$ cat config.mk
export PLATFORM = sky130hd
export DESIGN_NAME = csa_ctrl
export DESIGN_NICKNAME = d
export VERILOG_FILES = /design/src/csa_pkg.sv /design/src/csa_ctrl.sv
export SDC_FILE = /design/constraint.sdc
export NUM_CORES = 1
export LEC_CHECK = 0
export BUFFER_PORTS_ARGS = -buffer_cell sky130_fd_sc_hd__buf_2
export CORE_AREA = 4 4 41 43
export CTS_BUF_LIST = sky130_fd_sc_hd__clkbuf_2
export CTS_CLUSTER_DIAMETER = 50
export DETAILED_ROUTE_END_ITERATION = 7
export DIE_AREA = 0 0 45 47
export PLACE_DENSITY = 0.74
export SETUP_SLACK_MARGIN = 0.05
export SLEW_MARGIN = 40
export SYNTH_ARGS = -nofsm -noshare
export SYNTH_HDL_FRONTEND = slang
export SYNTH_SLANG_ARGS = --single-unit
$ cat constraint.sdc
create_clock -name clk -period 2.8 [get_ports clk]
set_input_delay 0.14 -clock clk [delete_from_list [all_inputs] [get_ports clk]]
set_output_delay 0.14 -clock clk [all_outputs]
set_load 0.02 [all_outputs]
$ cat src/csa_pkg.sv
// Shared constants, types and controller/datapath interface structs.
// No dependencies.
package csa_pkg;

    localparam int TABLE_DEPTH = 512;
    localparam int SECT_W      = $clog2(TABLE_DEPTH);
    localparam int SCAN_W      = (SECT_W + 1 > 10) ? SECT_W + 1 : 10;
    localparam int LINK_W      = 16;

    localparam int FDS_W       = 9;
    localparam int LIMIT_W     = 10;
    localparam int SECTOR_W    = 9;
    localparam int COUNT_W     = 9;

    localparam int CFG_IDX_W   = 2;
    localparam int CFG_DATA_W  = 10;
    localparam int S_TDATA_W   = 8;
    localparam int M_TDATA_W   = 40;

    localparam logic [CFG_IDX_W-1:0] REG_FIRST_DATA   = 2'd0;
    localparam logic [CFG_IDX_W-1:0] REG_SECTOR_LIMIT = 2'd1;

    localparam logic [LINK_W-1:0]  END_OF_CHAIN = 16'hffff;
    localparam logic [LINK_W-1:0]  NO_SECTOR    = 16'hffff;
    localparam logic [COUNT_W-1:0] COUNT_MAX    = 9'd511;
    localparam logic [FDS_W-1:0]   FDS_RESET    = 9'd14;
    localparam logic [LIMIT_W-1:0] LIMIT_RESET  = 10'd468;
    localparam logic [SCAN_W-1:0]  DEPTH_SCAN   = SCAN_W'(TABLE_DEPTH);
    localparam logic [SECT_W-1:0]  LAST_ENTRY   = SECT_W'(TABLE_DEPTH - 1);

    typedef struct packed {
        logic clr_step;
        logic scan_start;
        logic scan_step;
        logic write_end;
        logic write_link;
        logic load_out;
        logic res_full;
    } csa_cmd_t;

    typedef struct packed {
        logic clr_last;
        logic hit;
        logic exhausted;
        logic link_needed;
    } csa_status_t;

endpackage

$ cat src/csa_ctrl.sv
// Sequencer: table clear after reset, first-free scan, table writes, result hand-off.
// Depends on csa_pkg.
module csa_ctrl
    import csa_pkg::*;
(
    input  logic        clk,
    input  logic        rst_n,
    input  logic        s_tvalid,
    output logic        s_tready,
    output logic        m_tvalid,
    input  logic        m_tready,
    output csa_cmd_t    cmd,
    input  csa_status_t st
);

    typedef enum logic [5:0] {
        ST_CLEAR   = 6'b000001,
        ST_IDLE    = 6'b000010,
        ST_SCAN    = 6'b000100,
        ST_WR_END  = 6'b001000,
        ST_WR_LINK = 6'b010000,
        ST_EMIT    = 6'b100000
    } state_t;

    state_t state_reg, state_next;
    logic   full_reg, full_next;
    logic   m_tvalid_reg, m_tvalid_next;

    assign m_tvalid = m_tvalid_reg;
    assign s_tready = (state_reg == ST_IDLE);

    always_comb
    begin
        state_next    = state_reg;
        full_next     = full_reg;
        m_tvalid_next = m_tvalid_reg && !m_tready;
        cmd           = '0;
        cmd.res_full  = full_reg;
        case (state_reg)
            ST_CLEAR:
            begin
                cmd.clr_step = 1'b1;
                if (st.clr_last)
                begin
                    state_next = ST_IDLE;
                end
            end
            ST_IDLE:
            begin
                if (s_tvalid)
                begin
                    cmd.scan_start = 1'b1;
                    full_next      = 1'b0;
                    state_next     = ST_SCAN;
                end
            end
            ST_SCAN:
            begin
                cmd.scan_step = 1'b1;
                if (st.hit)
                begin
                    state_next = ST_WR_END;
                end
                else if (st.exhausted)
                begin
                    full_next  = 1'b1;
                    state_next = ST_EMIT;
                end
            end
            ST_WR_END:
            begin
                cmd.write_end = 1'b1;
                state_next    = st.link_needed ? ST_WR_LINK : ST_EMIT;
            end
            ST_WR_LINK:
            begin
                cmd.write_link = 1'b1;
                state_next     = ST_EMIT;
            end
            ST_EMIT:
            begin
                if (!m_tvalid_reg || m_tready)
                begin
                    cmd.load_out  = 1'b1;
                    m_tvalid_next = 1'b1;
                    state_next    = ST_IDLE;
                end
            end
            default:
            begin
                state_next = ST_CLEAR;
            end
        endcase
    end

    always_ff @(posedge clk or negedge rst_n)
    begin
        if (!rst_n)
        begin
            state_reg    <= ST_CLEAR;
            full_reg     <= 1'b0;
            m_tvalid_reg <= 1'b0;
        end
        else
        begin
            state_reg    <= state_next;
            full_reg     <= full_next;
            m_tvalid_reg <= m_tvalid_next;
        end
    end

endmodule

==> flow_metrics.env, run 1 <==
export IMPL_report_final_setup_viol=0
export IMPL_pwr_share_clk_pct=17.0
export IMPL_share_seq_of_total_power_pct=38.4
export IMPL_layout_commonest_cell="buf_2"
export IMPL_synth_edf_count=0
export IMPL_cp_arrival_ps=1900
export IMPL_skew_ps=1.40
export IMPL_antenna_cells=0
export IMPL_core_area_mm2=0.00130
export IMPL_leakagePower_uw=0.000314
export IMPL_overflow=0
export IMPL_cts_buffers=3
export IMPL_grt_max_degree=9
export IMPL_grt_use_met1_pct=16.3
export IMPL_postSynthNetCount=58
export IMPL_syn_inst=50
export IMPL_drtIter0Drc=5
export IMPL_synth_seq_cells=8
export IMPL_vdd_drop_max_mv=0.355
export IMPL_grt_busiest_layer="met2"
export IMPL_wl_per_cell_um=12.2
export IMPL_switching_power_uw=198
export IMPL_slew_headroom_pct=72.5
export IMPL_cpLargestDelayFamily="simple AND/OR/NAND/NOR gates"
export IMPL_rsz0062_at_grt="no"
export IMPL_synthArstFlopShare_pct=100
export IMPL_die_h_um=47
export IMPL_drc=0
export IMPL_status="completed"
export IMPL_min_period_ps=2040
export IMPL_whs_ps=113
export IMPL_path_cells="or4_4, nor3b_4, and2_1, buf_2"
export IMPL_nNetsFinal=78
export IMPL_clkSlewWorstSetupHoldPaths_ps=80
export IMPL_portBuffers=16
export IMPL_die_area_mm2=0.00212
export IMPL_synth_cell_types=27
export IMPL_drive_above_1_share_pct=42.0
export IMPL_tightest_slew_ps=408
export IMPL_power_per_cell_area_mw_per_mm2=787
export IMPL_post_route_cell_area_um2=607
export IMPL_post_cts_resized=0
export IMPL_gr_usage_all_layers_pct=12.4
export IMPL_required_ps=2660
export IMPL_start_util_pct=37.9
export IMPL_synth_seq_area_share_pct=40.9
export IMPL_ios=17
export IMPL_globalplace_congestion=0.747
export IMPL_cts_buffer_depth=2
export IMPL_clock_sinks=8
export IMPL_dpl_instance_area_um2=577
export IMPL_antenna_found_initial=0
export IMPL_grt_pass1_wl_mm=1.82
export IMPL_setup_tns_ps=0
export IMPL_vias=431
export IMPL_post_dp_hpwl_um=823
export IMPL_path_buf_inv=1
export IMPL_cap_viol_max_count=0
export IMPL_p_comb_share_pct=44.5
export IMPL_critPathLaunchType="flip-flop"
export IMPL_cp_slowest_cell="or4_4"
export IMPL_antenna_left=0
export IMPL_critPathKind="reg2out"
export IMPL_fp_dieW_um=45
export IMPL_area_growth_pct=23.1
export IMPL_drtPass1Iterations=4
export IMPL_grt_pass1_vias=420
export IMPL_hold_viol=0
export IMPL_path_max_fanout=7
export IMPL_slowest_delay_ps=620
export IMPL_hp_class="in2reg"
export IMPL_wl_mm=1.02
export IMPL_rows=13
export IMPL_h_tree_depth=1
export IMPL_syn_avg_cell_area_um2=9.86
export IMPL_slew_violations=0
export IMPL_endpoint_kind="output port"
export IMPL_final_util_pct=46.6
export IMPL_synth_ff_type="dfrtp_1"
export IMPL_power_internal_uw=280
export IMPL_synth_area_um2=493
export IMPL_post_route_period_util_pct=72.8
export IMPL_clk_latency_ps=240
export IMPL_largest_reg_flops=6
export IMPL_p_sw_share_pct=41.4
export IMPL_fmax_mhz=490
export IMPL_viasPerCell=5.13
export IMPL_root_buffer="clkbuf_2"
export IMPL_layout_common_cells="buf_2 (16), dfrtp_1 (7), nor2_1 (4), clkbuf_2 (4)"
export IMPL_grtUsageMet3_pct=3.07
export IMPL_met2_usage_pct=16.7
export IMPL_cts_tree="done"
export IMPL_synth_warnings=0
[through the flow]
stage / power (µW) / setup WS, ps / instances
after global routing: 518 / 650 / 84
after floorplan: 348 / 870 / 50
final: 477 / 761 / 84
after global placement: 396 / 1030 / 79
after detailed placement: 400 / 1020 / 79
after CTS: 484 / 729 / 84
[worst paths after layout]
| path | startpoint | endpoint | slack [ps] | cells past startpoint |
|---|---|---|---|---|
| setup reg to reg | state_reg[4]$_DFFE_PN0P_ | state_reg[1]$_DFFE_PN0P_ | 1060 | 4 |
| hold reg to reg | m_tvalid$_DFF_PN0_ | m_tvalid$_DFF_PN0_ | 560 | 2 |
| max in group asynchronous | rst_n | state_reg[0]$_DFFE_PN1P_ | 2300 | 2 |
| hold / removal | s_tvalid | state_reg[1]$_DFFE_PN0P_ | 110 | 2 |
| setup / recovery | state_reg[4]$_DFFE_PN0P_ | cmd[5] | 760 | 4 |
| min in group asynchronous | rst_n | full_reg$_DFFE_PN0P_ | 260 | 2 |
[layer usage]
metal	routed length, µm	vias up	share of wire [%]
met5	0	-	0
met4	38	0	3.7
met3	91	5	8.9
met2	415	19	41
met1	476	190	47
li1	-	217	-
[synth_stat cells (2+ instances only)]
| master | instances | area share [%] |
|---|---|---|
| and2_1 | 3 | 3.8 |
| nor2_1 | 4 | 3.0 |
| a21oi_1 | 2 | 2.0 |
| o22ai_1 | 3 | 3.8 |
| o21ai_0 | 3 | 3.0 |
| inv_1 | 3 | 2.3 |
| buf_4 | 2 | 3.0 |
| nand2b_1 | 3 | 3.8 |
| nand2_1 | 2 | 1.5 |
| or4_4 | 2 | 4.6 |
| dfrtp_1 | 7 | 36 |
[worst register-to-register path: cells and delay by family (launching register included)]
family          cells  cell delay, ps
flops               1             440
compound gates      2             170
simple gates        2            1020
[kinds of logic (layout without fill, tap and decap cells)]
kind of cell | count (synthesis) | in the layout | synth area share [%]
mux | 1 | 1 | 2.03
compound gates | 11 | 11 | 13.7
flops | 8 | 8 | 40.9
buf+inv | 5 | 24 | 5.33
simple gates | 24 | 24 | 36.3
xor+xnor | 1 | 1 | 1.78
[final cells by class]
| class | instances | area [µm²] |
|---|---|---|
| fillers | 147 | 694 |
| repair buffers | 17 | 90.1 |
| multi-input cells | 37 | 265 |
| flip-flops and latches | 8 | 201 |
| well taps | 15 | 18.8 |
| clock buffers | 4 | 20.0 |
| inverters | 3 | 11.3 |
[timing repair]
action                                 CTS  global route
setup buffers                            0             0
endpoints found under the hold margin    8             0
hold buffers                             1             0
[power by group through the flow]
stage | combinational, µW | sequential [µW] | clock [µW]
after detailed placement | 214 | 186 | 0
after global routing | 241 | 189 | 87.1
after global placement | 212 | 184 | 0
final | 213 | 184 | 81.3
after CTS | 216 | 184 | 83.8
after floorplan | 169 | 179 | 0
(Power assumes the default switching activity.)
==> run 2, diff against run 1 <==
==> constraint.sdc (replaced) <==
create_clock -name clk -period 2 [get_ports clk]
set_input_delay 0.1 -clock clk [delete_from_list [all_inputs] [get_ports clk]]
set_output_delay 0.1 -clock clk [all_outputs]
set_load 0.02 [all_outputs]
==> run 2 against run 1 <==
Count of clock-buffer cells in the layout unchanged. Via count rose by 5.6%. Power is 53% higher. Worst setup slack got worse by 680 ps. Register-to-register slack worse by 930 ps. Highest routed layer unchanged.
==> flow_metrics.env, run 2 (synthesis gave the netlist of run 1 again) <==
export IMPL_leakagePower_uw=0.000343
export IMPL_r2r_end="state_reg[1]$_DFFE_PN0P_"
export IMPL_path_max_fanout=7
export IMPL_final_util_pct=50.8
export IMPL_power_per_cell_area_mw_per_mm2=1100
export IMPL_r2r_start="state_reg[4]$_DFFE_PN0P_"
export IMPL_wl_per_cell_um=12.6
export IMPL_clkSlewWorstSetupHoldPaths_ps=90
export IMPL_antenna_left=0
export IMPL_cts_buffer_depth=2
export IMPL_portBuffers=16
export IMPL_overflow=0
export IMPL_layout_common_cells="buf_2 (14), dfrtp_1 (6), buf_4 (5), nor2_1 (4), clkbuf_2 (4)"
export IMPL_cap_viol_max_count=0
export IMPL_fp_dieW_um=45
export IMPL_cts_tree="done"
export IMPL_largest_reg_flops=6
export IMPL_p_comb_share_pct=48.8
export IMPL_hold_start="st[0]"
export IMPL_area_growth_pct=34.0
export IMPL_r2r_cells=5
export IMPL_die_h_um=47
export IMPL_power_internal_uw=436
export IMPL_layout_commonest_cell="buf_2"
export IMPL_clk_latency_ps=240
export IMPL_post_dp_hpwl_um=803
export IMPL_grt_pass1_vias=402
export IMPL_drive_above_1_share_pct=48.6
export IMPL_wl_mm=1.13
export IMPL_antenna_cells=0
export IMPL_vdd_drop_max_mv=0.556
export IMPL_gr_usage_all_layers_pct=12.1
export IMPL_endpoint_kind="output port"
export IMPL_critPathKind="reg2out"
export IMPL_core_area_mm2=0.00130
export IMPL_drtIter0Drc=6
export IMPL_drtPass1Iterations=3
export IMPL_status="completed"
export IMPL_die_area_mm2=0.00212
export IMPL_hp_class="in2reg"
export IMPL_viasPerCell=5.11
export IMPL_cp_arrival_ps=1820
export IMPL_power_uw=728
export IMPL_clock_sinks=8
export IMPL_root_buffer="clkbuf_2"
export IMPL_drc=0
export IMPL_required_ps=1900
export IMPL_switching_power_uw=293
export IMPL_grt_max_degree=9
export IMPL_slew_headroom_pct=73.6
export IMPL_fmax_mhz=520
export IMPL_min_period_ps=1920
export IMPL_cts_buffers=3
export IMPL_slew_violations=0
export IMPL_hold_viol=0
export IMPL_globalplace_congestion=0.744
export IMPL_vias=455
export IMPL_rsz0062_at_grt="yes"
export IMPL_hold_depth=2
export IMPL_post_route_period_util_pct=96.1
export IMPL_rows=13
export IMPL_skew_ps=10.8
export IMPL_nNetsFinal=83
export IMPL_tightest_slew_ps=393
export IMPL_ios=17
export IMPL_start_util_pct=37.9
export IMPL_p_sw_share_pct=40.2
export IMPL_pre_cts_slack_ps=245
export IMPL_share_seq_of_total_power_pct=35.9
export IMPL_pwr_share_clk_pct=15.3
export IMPL_min_to="state_reg[4]$_DFFE_PN0P_"
export IMPL_setup_ws_ps=78.0
export IMPL_report_final_setup_viol=0
export IMPL_h_tree_depth=1
export IMPL_setup_tns_ps=0
export IMPL_r2r_setup_slack_ps=130
export IMPL_critPathLaunchType="flip-flop"
export IMPL_grt_pass1_wl_mm=1.80
export IMPL_antenna_found_initial=0
==> run 2: metal layers <==
layer | vias to the layer above | track usage, % | routed length, µm
met5 | - | 0 | 0
met4 | 0 | 8.77 | 13
met3 | 2 | 2.68 | 83
met2 | 14 | 16.7 | 507
met1 | 211 | 16.6 | 520
li1 | 228 | - | -
==> run 2: how the worst max path moves through the flow <==
stage	from	end
after detailed placement	state_reg[4]$_DFFE_PN0P_	state_reg[1]$_DFFE_PN0P_
after global routing	state_reg[5]$_DFFE_PN0P_	cmd[5]
after CTS	state_reg[5]$_DFFE_PN0P_	cmd[5]
after global placement	state_reg[4]$_DFFE_PN0P_	state_reg[1]$_DFFE_PN0P_
final	state_reg[5]$_DFFE_PN0P_	cmd[5]
after floorplan	state_reg[1]$_DFFE_PN0P_	state_reg[5]$_DFFE_PN0P_
==> run 2: what timing repair did <==
action | 4_1_cts | 5_1_grt
setup buffers | 2 | 3
endpoints found under the hold margin | 8 | 0
pin swaps | 1 | 3
endpoints found under the setup margin | 1 | 2
resized for setup | 1 | 5
hold buffers | 1 | 0
==> run 2: through the flow <==
stage,cell area [µm²],hold slack [ps],instances
6_report,661,84.4,89
5_1_grt,661,81.8,89
4_1_cts,623,67.7,86
3_5_place_dp,577,-44.0,79
3_3_place_gp,577,-50.2,79
2_1_floorplan,493,-196,50
==> run 2: layout make-up <==
| type | count | area (µm²) |
|---|---|---|
| fill | 143 | 641 |
| tap | 15 | 18.8 |
| timing repair buffer | 22 | 140 |
| multi-input combinational | 37 | 268 |
| clock buffer | 4 | 20.0 |
| sequential | 8 | 203 |
| inverter | 3 | 11.3 |
==> run 2: power by group through the flow <==
stage / clock (µW) / combinational [µW] / sequential (µW)
3_5_place_dp: 0 / 298 / 263
2_1_floorplan: 0 / 237 / 250
5_1_grt: 124 / 387 / 268
4_1_cts: 115 / 312 / 260
3_3_place_gp: 0 / 295 / 261
6_report: 111 / 355 / 262
==> run 2: critical path, cell delays in order, from the launching register on <==
cell and delay (ps):
dfrtp_2 450, or4_4 590, nor3b_4 250, and2_4 180, buf_6 110
